--- src/rtl/wstd_pkg.sv ---
// ----------------------------------------------------------------------------
// wstd_pkg
// Shared types and constants of the work-stealing task dispatcher.
// ----------------------------------------------------------------------------
package wstd_pkg;

  localparam int NumQueues  = 8;
  localparam int QueueDepth = 16;
  localparam int TaskBits   = 16;

  localparam int QW = $clog2(NumQueues);
  localparam int DW = $clog2(QueueDepth);
  localparam int CW = $clog2(QueueDepth + 1);
  localparam int NW = $clog2(NumQueues + 1);
  localparam int AW = QW + DW;

  localparam logic [1:0] StatusDone  = 2'd0;
  localparam logic [1:0] StatusFull  = 2'd1;
  localparam logic [1:0] StatusEmpty = 2'd2;

  localparam logic [1:0] RegMode  = 2'd0;
  localparam logic [1:0] RegCount = 2'd1;

  typedef enum logic [1:0] {
    OpAdd,
    OpTake,
    OpNone
  } op_e;

  typedef struct packed {
    op_e             op;
    logic [QW-1:0]   queue;
    logic [AW-1:0]   addr;
    logic [TaskBits-1:0] task_id;
    logic [1:0]      status;
    logic            mem_wr;
    logic            mem_rd;
  } cmd_t;

  typedef enum logic [1:0] {
    StIdle,
    StScan,
    StIssue
  } front_state_e;

endpackage

--- src/rtl/wstd_ram.sv ---
// ----------------------------------------------------------------------------
// wstd_ram
// Generic single-port RAM with registered read.
// ----------------------------------------------------------------------------
module wstd_ram #(
  parameter int Width = 16,
  parameter int Depth = 128
) (
  input  logic                     clk_i,
  input  logic                     we_i,
  input  logic                     re_i,
  input  logic [$clog2(Depth)-1:0] addr_i,
  input  logic [Width-1:0]         wdata_i,
  output logic [Width-1:0]         rdata_o
);

  logic [Width-1:0] mem_q [Depth];
  logic [Width-1:0] rdata_q;

  always_ff @(posedge clk_i) begin
    if (we_i) begin
      mem_q[addr_i] <= wdata_i;
    end
    if (re_i) begin
      rdata_q <= mem_q[addr_i];
    end
  end

  assign rdata_o = rdata_q;

endmodule

--- src/rtl/wstd_front.sv ---
// ----------------------------------------------------------------------------
// wstd_front
// Accepts operations, picks the queue and updates the queue bookkeeping.
// ----------------------------------------------------------------------------
module wstd_front (
  input  logic                          clk_i,
  input  logic                          rst_ni,
  input  logic                          start_i,
  input  logic                          func_i,
  input  logic [wstd_pkg::TaskBits-1:0] task_id_i,
  input  logic [2:0]                    worker_i,
  input  logic                          mode_i,
  input  logic [wstd_pkg::NW-1:0]       count_i,
  input  logic                          slot_free_i,
  output logic                          busy_o,
  output logic                          cmd_valid_o,
  output wstd_pkg::cmd_t                cmd_o
);

  localparam int QW = wstd_pkg::QW;
  localparam int DW = wstd_pkg::DW;
  localparam int CW = wstd_pkg::CW;
  localparam int NQ = wstd_pkg::NumQueues;

  wstd_pkg::front_state_e state_q, state_d;

  logic [DW-1:0] top_q [NQ];
  logic [CW-1:0] cnt_q [NQ];
  logic [QW-1:0] victim_q [NQ];
  logic [QW-1:0] rr_q, rr_d;

  logic                          func_q, func_d;
  logic [wstd_pkg::TaskBits-1:0] task_q, task_d;
  logic [QW-1:0]                 worker_q, worker_d;
  logic [QW-1:0]                 idx_q, idx_d;
  logic [QW-1:0]                 best_q, best_d;
  logic                          found_q, found_d;
  logic [QW:0]                   step_q, step_d;
  logic                          inact_q, inact_d;

  logic [QW-1:0] nmax;
  logic [QW:0]   n;
  wstd_pkg::cmd_t cmd_d;
  logic           cmd_v_d;
  logic           upd_add, upd_own, upd_steal;
  logic [QW-1:0]  idx_inc;
  logic [QW-1:0]  vic_mod;

  always_comb begin
    if (count_i == '0) begin
      n = (QW+1)'(1);
    end else if (count_i > wstd_pkg::NW'(NQ)) begin
      n = (QW+1)'(NQ);
    end else begin
      n = (QW+1)'(count_i);
    end
    nmax = QW'(n - 1'b1);
    idx_inc = (idx_q == nmax) ? '0 : idx_q + 1'b1;
  end

  // last victim of the requester reduced mod n
  always_comb begin
    vic_mod = victim_q[QW'(worker_i)];
    for (int k = 0; k < QW; k++) begin
      if (vic_mod > nmax) vic_mod = vic_mod - n[QW-1:0];
    end
    if (n == (QW+1)'(1)) vic_mod = '0;
  end

  always_comb begin
    state_d  = state_q;
    rr_d     = rr_q;
    func_d   = func_q;
    task_d   = task_q;
    worker_d = worker_q;
    idx_d    = idx_q;
    best_d   = best_q;
    found_d  = found_q;
    step_d   = step_q;
    inact_d  = inact_q;
    cmd_v_d  = 1'b0;
    cmd_d    = '0;
    cmd_d.op = wstd_pkg::OpNone;
    upd_add  = 1'b0;
    upd_own  = 1'b0;
    upd_steal = 1'b0;
    unique case (state_q)
      wstd_pkg::StIdle: begin
        if (start_i) begin
          func_d   = func_i;
          task_d   = task_id_i;
          worker_d = QW'(worker_i);
          found_d  = 1'b0;
          step_d   = '0;
          inact_d  = ({1'b0, worker_i} >= 4'(n));
          if (!func_i) begin
            if (!mode_i) begin
              rr_d    = (rr_q >= nmax) ? '0 : rr_q + 1'b1;
              best_d  = rr_d;
              found_d = 1'b1;
              idx_d   = '0;
            end else begin
              best_d = '0;
              idx_d  = '0;
            end
          end else begin
            if (cnt_q[QW'(worker_i)] != '0 && {1'b0, worker_i} < 4'(n)) begin
              best_d  = QW'(worker_i);
              found_d = 1'b1;
            end
            // start from last victim mod n
            idx_d = vic_mod;
          end
          state_d = wstd_pkg::StScan;
        end
      end
      wstd_pkg::StScan: begin
        if (!func_q) begin
          if (mode_i && !found_q) begin
            if (cnt_q[idx_q] < cnt_q[best_q]) best_d = idx_q;
            if (idx_q == nmax) begin
              found_d = 1'b1;
            end else begin
              idx_d = idx_q + 1'b1;
            end
          end else begin
            state_d = wstd_pkg::StIssue;
          end
        end else if (inact_q || found_q || step_q == n) begin
          state_d = wstd_pkg::StIssue;
        end else begin
          if (idx_q != worker_q && cnt_q[idx_q] != '0) begin
            best_d  = idx_q;
            found_d = 1'b1;
          end
          idx_d  = idx_inc;
          step_d = step_q + 1'b1;
        end
      end
      wstd_pkg::StIssue: begin
        if (slot_free_i) begin
          cmd_v_d = 1'b1;
          cmd_d.task_id = task_q;
          cmd_d.queue   = best_q;
          if (!func_q) begin
            cmd_d.op = wstd_pkg::OpAdd;
            cmd_d.addr = {best_q, DW'(top_q[best_q] + DW'(cnt_q[best_q]))};
            if (cnt_q[best_q] >= CW'(wstd_pkg::QueueDepth)) begin
              cmd_d.status = wstd_pkg::StatusFull;
            end else begin
              cmd_d.status = wstd_pkg::StatusDone;
              cmd_d.mem_wr = 1'b1;
              upd_add = 1'b1;
            end
          end else begin
            cmd_d.op = wstd_pkg::OpTake;
            if (inact_q || !found_q) begin
              cmd_d.status = wstd_pkg::StatusEmpty;
              cmd_d.queue  = '0;
            end else if (best_q == worker_q) begin
              cmd_d.status = wstd_pkg::StatusDone;
              cmd_d.mem_rd = 1'b1;
              cmd_d.addr = {best_q, DW'(top_q[best_q] + DW'(cnt_q[best_q] - 1'b1))};
              upd_own = 1'b1;
            end else begin
              cmd_d.status = wstd_pkg::StatusDone;
              cmd_d.mem_rd = 1'b1;
              cmd_d.addr = {best_q, top_q[best_q]};
              upd_steal = 1'b1;
            end
          end
          state_d = wstd_pkg::StIdle;
        end
      end
      default: state_d = wstd_pkg::StIdle;
    endcase
  end

  always_ff @(posedge clk_i or negedge rst_ni) begin
    if (!rst_ni) begin
      state_q <= wstd_pkg::StIdle;
      rr_q    <= '0;
      for (int i = 0; i < NQ; i++) begin
        top_q[i]    <= '0;
        cnt_q[i]    <= '0;
        victim_q[i] <= '0;
      end
      cmd_valid_o <= 1'b0;
    end else begin
      state_q <= state_d;
      rr_q    <= rr_d;
      cmd_valid_o <= cmd_v_d;
      if (upd_add) cnt_q[best_q] <= cnt_q[best_q] + 1'b1;
      if (upd_own) cnt_q[best_q] <= cnt_q[best_q] - 1'b1;
      if (upd_steal) begin
        cnt_q[best_q]       <= cnt_q[best_q] - 1'b1;
        top_q[best_q]       <= top_q[best_q] + 1'b1;
        victim_q[worker_q]  <= best_q;
      end
    end
  end

  always_ff @(posedge clk_i) begin
    func_q   <= func_d;
    task_q   <= task_d;
    worker_q <= worker_d;
    idx_q    <= idx_d;
    best_q   <= best_d;
    found_q  <= found_d;
    step_q   <= step_d;
    inact_q  <= inact_d;
    cmd_o    <= cmd_d;
  end

  assign busy_o = (state_q != wstd_pkg::StIdle);

`ifndef SYNTHESIS
  a_issue_idle: assert property (@(posedge clk_i) disable iff (!rst_ni)
    cmd_v_d |=> state_q == wstd_pkg::StIdle) else $error("issue not followed by idle");
  a_cnt_bound: assert property (@(posedge clk_i) disable iff (!rst_ni)
    (state_q == wstd_pkg::StIssue && found_q) |->
    cnt_q[best_q] <= CW'(wstd_pkg::QueueDepth)) else $error("queue count overflow");
  a_one_upd: assert property (@(posedge clk_i) disable iff (!rst_ni)
    $onehot0({upd_add, upd_own, upd_steal})) else $error("multiple updates");
`endif

endmodule

--- src/rtl/wstd_back.sv ---
// ----------------------------------------------------------------------------
// wstd_back
// Carries out store accesses and presents the result beat.
// ----------------------------------------------------------------------------
module wstd_back (
  input  logic                          clk_i,
  input  logic                          rst_ni,
  input  logic                          cmd_valid_i,
  input  wstd_pkg::cmd_t                cmd_i,
  output logic                          slot_free_o,
  output logic                          done_o,
  output logic [1:0]                    status_o,
  output logic [wstd_pkg::TaskBits-1:0] task_out_o,
  output logic [2:0]                    queue_index_o
);

  logic [wstd_pkg::TaskBits-1:0] rdata;
  logic                          pend_q;
  logic                          rd_q;
  logic [1:0]                    status_q;
  logic [wstd_pkg::QW-1:0]       queue_q;

  wstd_ram #(
    .Width(wstd_pkg::TaskBits),
    .Depth(wstd_pkg::NumQueues * wstd_pkg::QueueDepth)
  ) u_store (
    .clk_i  (clk_i),
    .we_i   (cmd_valid_i && cmd_i.mem_wr),
    .re_i   (cmd_valid_i && cmd_i.mem_rd),
    .addr_i (cmd_i.addr),
    .wdata_i(cmd_i.task_id),
    .rdata_o(rdata)
  );

  always_ff @(posedge clk_i or negedge rst_ni) begin
    if (!rst_ni) begin
      pend_q <= 1'b0;
    end else begin
      pend_q <= cmd_valid_i;
    end
  end

  always_ff @(posedge clk_i) begin
    if (cmd_valid_i) begin
      rd_q     <= cmd_i.mem_rd;
      status_q <= cmd_i.status;
      queue_q  <= cmd_i.queue;
    end
  end

  assign slot_free_o   = !pend_q;
  assign done_o        = pend_q;
  assign status_o      = status_q;
  assign task_out_o    = rd_q ? rdata : '0;
  assign queue_index_o = 3'(queue_q);

`ifndef SYNTHESIS
  a_no_back2back: assert property (@(posedge clk_i) disable iff (!rst_ni)
    done_o |-> !cmd_valid_i) else $error("command while result pending");
  a_zero_task: assert property (@(posedge clk_i) disable iff (!rst_ni)
    (done_o && status_o != wstd_pkg::StatusDone) |-> task_out_o == '0)
    else $error("task on failed beat");
`endif

endmodule

--- src/rtl/work_stealing_task_dispatcher_core.sv ---
// ----------------------------------------------------------------------------
// work_stealing_task_dispatcher_core
// Per-worker task deques with add placement and take/steal service.
// ----------------------------------------------------------------------------
// usage: pulse start while busy is low with func_i, task_id_i, worker_i.
// func_i low adds task_id_i to a queue picked round robin or as emptiest;
// func_i high gives worker_i its newest own task or steals the oldest task
// of another queue, searching from its last victim.
// each beat returns one result on done_o, valid for one cycle only; the
// receiver cannot stall, so the result is simply presented and dropped.
// flow: a beat moves from idle through the scan state to issue, where the
// command waits for a free store slot; least-occupied add and steal scan
// the queue counts. busy stays high until the command issues to the store,
// so a new beat may be taken before the last result is shown on done_o.
// config: cfg_we_i with cfg_idx_i 0 sets placement mode, 1 sets worker count;
// write only while idle.
// reset: all queues empty, round robin and victim pointers zero, mode round
// robin, eight workers. the task store is not cleared.
// ----------------------------------------------------------------------------
module work_stealing_task_dispatcher_core (
  input  logic                          clk_i,
  input  logic                          rst_ni,
  input  logic                          start,
  output logic                          busy,
  input  logic                          func_i,
  input  logic [wstd_pkg::TaskBits-1:0] task_id_i,
  input  logic [2:0]                    worker_i,
  input  logic                          cfg_we_i,
  input  logic                          cfg_idx_i,
  input  logic [3:0]                    cfg_data_i,
  output logic                          done_o,
  output logic [1:0]                    status_o,
  output logic [wstd_pkg::TaskBits-1:0] task_out_o,
  output logic [2:0]                    queue_index_o
);

  logic                   mode_q;
  logic [3:0]             count_q;
  logic                   slot_free;
  logic                   cmd_valid;
  wstd_pkg::cmd_t         cmd;

  always_ff @(posedge clk_i or negedge rst_ni) begin
    if (!rst_ni) begin
      mode_q  <= 1'b0;
      count_q <= 4'd8;
    end else if (cfg_we_i) begin
      if (cfg_idx_i == wstd_pkg::RegMode[0]) mode_q <= cfg_data_i[0];
      else count_q <= cfg_data_i;
    end
  end

  wstd_front u_front (
    .clk_i      (clk_i),
    .rst_ni     (rst_ni),
    .start_i    (start && !busy),
    .func_i     (func_i),
    .task_id_i  (task_id_i),
    .worker_i   (worker_i),
    .mode_i     (mode_q),
    .count_i    (count_q),
    .slot_free_i(slot_free),
    .busy_o     (busy),
    .cmd_valid_o(cmd_valid),
    .cmd_o      (cmd)
  );

  wstd_back u_back (
    .clk_i        (clk_i),
    .rst_ni       (rst_ni),
    .cmd_valid_i  (cmd_valid),
    .cmd_i        (cmd),
    .slot_free_o  (slot_free),
    .done_o       (done_o),
    .status_o     (status_o),
    .task_out_o   (task_out_o),
    .queue_index_o(queue_index_o)
  );

`ifndef SYNTHESIS
  a_done_status: assert property (@(posedge clk_i) disable iff (!rst_ni)
    done_o |-> status_o != 2'd3) else $error("bad status");
`endif

endmodule
--- config.mk ---
export PLATFORM = sky130hd
export DESIGN_NAME = work_stealing_task_dispatcher_core
export DESIGN_NICKNAME = d
export VERILOG_FILES = /design/src/rtl/wstd_pkg.sv /design/src/rtl/wstd_ram.sv /design/src/rtl/wstd_front.sv /design/src/rtl/wstd_back.sv /design/src/rtl/work_stealing_task_dispatcher_core.sv
export SDC_FILE = /design/constraint.sdc
export NUM_CORES = 2
export LEC_CHECK = 0
export ABC_AREA = 1
export ABC_CLOCK_PERIOD_IN_PS = 5400
export BUFFER_PORTS_ARGS = -buffer_cell sky130_fd_sc_hd__buf_2
export CAP_MARGIN = 20
export CORE_UTILIZATION = 31
export CTS_CLUSTER_SIZE = 10
export DETAILED_ROUTE_END_ITERATION = 10
export PLACE_DENSITY = 0.44
export SLEW_MARGIN = 10
export SYNTH_ARGS = -nofsm -noshare
export SYNTH_HDL_FRONTEND = slang
export SYNTH_SLANG_ARGS = --single-unit
export TNS_END_PERCENT = 1
--- constraint.sdc ---
create_clock -name clk_i -period 5.4 [get_ports clk_i]
set_input_delay 0.81 -clock clk_i [delete_from_list [all_inputs] [get_ports clk_i]]
set_output_delay 0.81 -clock clk_i [all_outputs]
set_load 0.02 [all_outputs]
==> results.json <==
{
  "slowest_stage": "fa_1",
  "finalSetupViolations": 0,
  "die_y_um": 525,
  "fin_crit_sh": 0.889,
  "nets": 6009,
  "yosysWarnings": 0,
  "gp_congestion": 0.852,
  "seq_area_um2": 66400,
  "cts_tree": "done",
  "p_int_mw": 31.7,
  "critical_path_class": "reg2reg",
  "rsz0062_at_grt": "no",
  "status": "completed",
  "layout-drive-gt1-share": 0.127,
  "cts_max_path_buffers": 4,
  "placed_cell_area_um2": 91000,
  "hp-class": "in2async",
  "grt_pass1_vias": 50300,
  "dp_slack_ps": 147,
  "arrival_ps": 5350,
  "timing.final.ws_setup_ps": 602,
  "path_max_fanout": 6,
  "die_area_um2": 275000,
  "clock_latency_ps": 870,
  "slew_violations": 0,
  "fin_skew_ps": 79.5,
  "clock_sinks": 2237,
  "fillers": 25500,
  "finalHoldViolCount": 0,
  "synth_cell_type_count": 62,
  "cp-start-kind": "flop",
  "rows": 191,
  "grt_pass1_wl_um": 392000,
  "multi_input_area_um2": 16500,
  "syn_area_um2": 84700,
  "period_needed_ps": 4800,
  "ys_seq_area_frac": 0.783,
  "switchingPower_mw": 13.5,
  "numCtsBuffers": 276,
  "synth-edff-count": 2102,
  "final_area_um2": 98800,
  "area_delta_synth_final_pct": 16.6,
  "ys.flop_type": "edfxtp_1",
  "ioPinCount": 52,
  "drt_iter0_drc": 5210,
  "power_density_nw_per_um2": 458,
  "grt_overflow": 0,
  "final.setup.tns_ps": 0,
  "clockRootBuffer": "clkbuf_16",
  "wl_um": 277000,
  "fmax_mhz": 208,
  "synth-seq-cells": 2237,
  "postCtsSetupRepairBufs": 0,
  "worst_ep_required_time_ps": 5950,
  "drt_first_pass_iters": 6,
  "power.share.sequential": 0.463,
  "syn_inst": 5611,
  "drtAntennaViolNets": 0,
  "vias": 51100,
  "htree_levels": 5,
  "critPathCaptureType": "flop",
  "maxSlewHeadroom": 0.217,
  "vias_per_cell": 5.30,
  "ys_async_sr_fraction": 0.0483,
  "cpMostUsedCell": "nand2_1",
  "port_buffers": 51,
  "ir_worst_vdd_mv": 0.257,
  "slowest_delay_ps": 430,
  "syn_avg_cell_area_um2": 15.1,
  "clk_pin_slew_ps": 60,
  "syn_nets": 5674,
  "coreArea_um2": 271000,
  "post-dp-hpwl_um": 164000,
  "worst_pin_slew_ps": 1180,
  "cts_resized": 0,
  "p_comb_frac": 0.173,
  "grt_max_degree": 129,
  "holdBufCountCts": 0,
  "power_leakage_nw": 32.8,
  "swShare": 0.298,
  "cap_violations": 0,
  "pwr-share-clk": 0.365,
  "postLayoutCoreUtil": 0.364,
  "wl_per_cell_um": 28.8,
  "start_util": 0.312,
  "drc_errors": 0,
  "finalPower_mw": 45.2,
  "grt_usage": 0.197,
  "dieWidth_um": 525,
  "antenna_found_initial": 13
}
[per-layer routing]
layer,share of wire,track usage
met1,0.44,0.276
met2,0.47,0.316
met3,0.065,0.0318
met4,0.026,0.0512
met5,0,0
[state kept, by name, indices dropped and copies added, names as in the netlist, named ones only]
register / flops
u_front.step_q: 4
u_front.state_q: 2
u_back.done_o: 1
u_front.task_q: 16
u_front.cnt_q: 37
u_back.u_store.mem_q: 2048
u_front.victim_q: 24
mode_q: 1
u_back.status_o: 2
u_back.queue_index_o: 3
u_front.inact_q: 1
count_q: 4
u_front.cmd_valid_o: 1
u_back.rd_q: 1
u_front.top_q: 32
u_front.rr_q: 3
u_front.func_q: 1
u_front.cmd_o: 27
u_front.idx_q: 3
u_back.u_store.rdata_o: 16
u_front.worker_q: 3
u_front.found_q: 1
u_front.best_q: 3
[critical path: cells and delay by family, from the launching register on]
kind,cells,cell delay [ps]
buffers and inverters,6,580
and+or+nand+nor,17,1360
adders and majority gates,5,1560
xor gates and xnor gates,2,380
DFF,1,360
AOI/OAI and AO/OA,2,270
[power groups by stage]
| stage | combinational, mW | sequential, mW | clock, mW |
|---|---|---|---|
| after CTS | 7.85 | 20.9 | 16.8 |
| after global routing | 8.40 | 21.0 | 17.5 |
| after global placement | 7.82 | 21.2 | 0 |
| final | 7.80 | 20.9 | 16.5 |
| after floorplan | 3.99 | 21.0 | 0 |
| after detailed placement | 7.84 | 21.3 | 0 |
[kinds of logic after synthesis]
logic type | share of synthesized area
AOI/OAI and AO/OA | 0.101
and+or+nand+nor | 0.0853
buffers and inverters | 0.0231
xor gates and xnor gates | 0.00217
DFF | 0.783
muxes | 0.000118
adders and majority gates | 0.00546
[Yosys cell counts, types with 4 or more instances]
cell       instances  share of area
nor2_1           243          0.011
a31oi_1            8        0.00059
o2111ai_1          4        0.00041
inv_2             16        0.00071
o22ai_1           30         0.0022
nand2_2           10        0.00074
o21ai_0          154         0.0091
inv_1            203         0.0090
a22oi_1          303          0.027
buf_2             37         0.0022
xnor2_1            5        0.00052
clkinv_1           6        0.00027
dfxtp_1           27         0.0064
a21oi_1           76         0.0045
a211oi_1           9        0.00080
edfxtp_1        2102           0.75
dfrtp_1          107          0.032
a41oi_1            6        0.00062
a22o_1           209          0.022
fa_1               5         0.0012
a221oi_1         279          0.029
nand4_1          257          0.019
nand2_1         1044          0.046
buf_1             75         0.0033
o21ai_1            9        0.00053
o211ai_1          11        0.00097
ha_1              29         0.0043
clkbuf_1         167         0.0074
o221ai_1           4        0.00041
nand3_1           88         0.0052
xor2_1            16         0.0017
a32o_1             6        0.00071
nor4_1             4        0.00030
nand3_2            4        0.00047
nor3_1            15        0.00089
[layout by cell type, fill, tap and decap left out, types with 195 or more instances in the layout]
| cell | instances |
|---|---|
| clkbuf_16 | 283 |
| edfxtp_1 | 2102 |
| a22o_1 | 209 |
| buf_4 | 264 |
| a22oi_1 | 303 |
| nor2_1 | 196 |
| nand2_1 | 1044 |
| a221oi_1 | 279 |
| nand4_1 | 257 |
| inv_1 | 195 |
[final cells by class]
cell class | instances | area share
Clock buffer | 346 | 0.0743
Timing Repair Buffer | 338 | 0.0273
Inverter | 226 | 0.00915
Clock inverter | 36 | 0.00372
Tap cell | 3570 | 0.0452
Antenna cell | 12 | 0.000304
Multi-Input combinational cell | 2867 | 0.167
Sequential cell | 2237 | 0.673
[metrics by stage]
stage	cells	hold WS [ps]
floorplan	5611	386
global placement	9232	388
detailed placement	9235	391
CTS	9617	126
global route	9625	144
finish	9632	160
[final timing paths]
check	cells after the start	slack [ps]	startpoint	endpoint
worst max-delay path	32	600	count_q[2]$_DFFE_PN0P_	u_front.idx_q[2]$_DFFE_PP_
worst min-delay path	1	160	rst_ni	u_front.cnt_q[17]$_DFF_PN0_
worst max register to register	32	600	count_q[2]$_DFFE_PN0P_	u_front.idx_q[2]$_DFFE_PP_
worst min register to register	0	410	u_front.cmd_o[2]$_SDFF_PP0_	u_back.status_o[0]$_DFFE_PP_
max in group asynchronous	2	4130	rst_ni	u_front.state_q[0]$_DFFE_PN0P_
min in group clk_i	1	180	task_id_i[13]	u_front.task_q[13]$_DFFE_PP_
No activity file was read; power rests on OpenSTA's default activity.
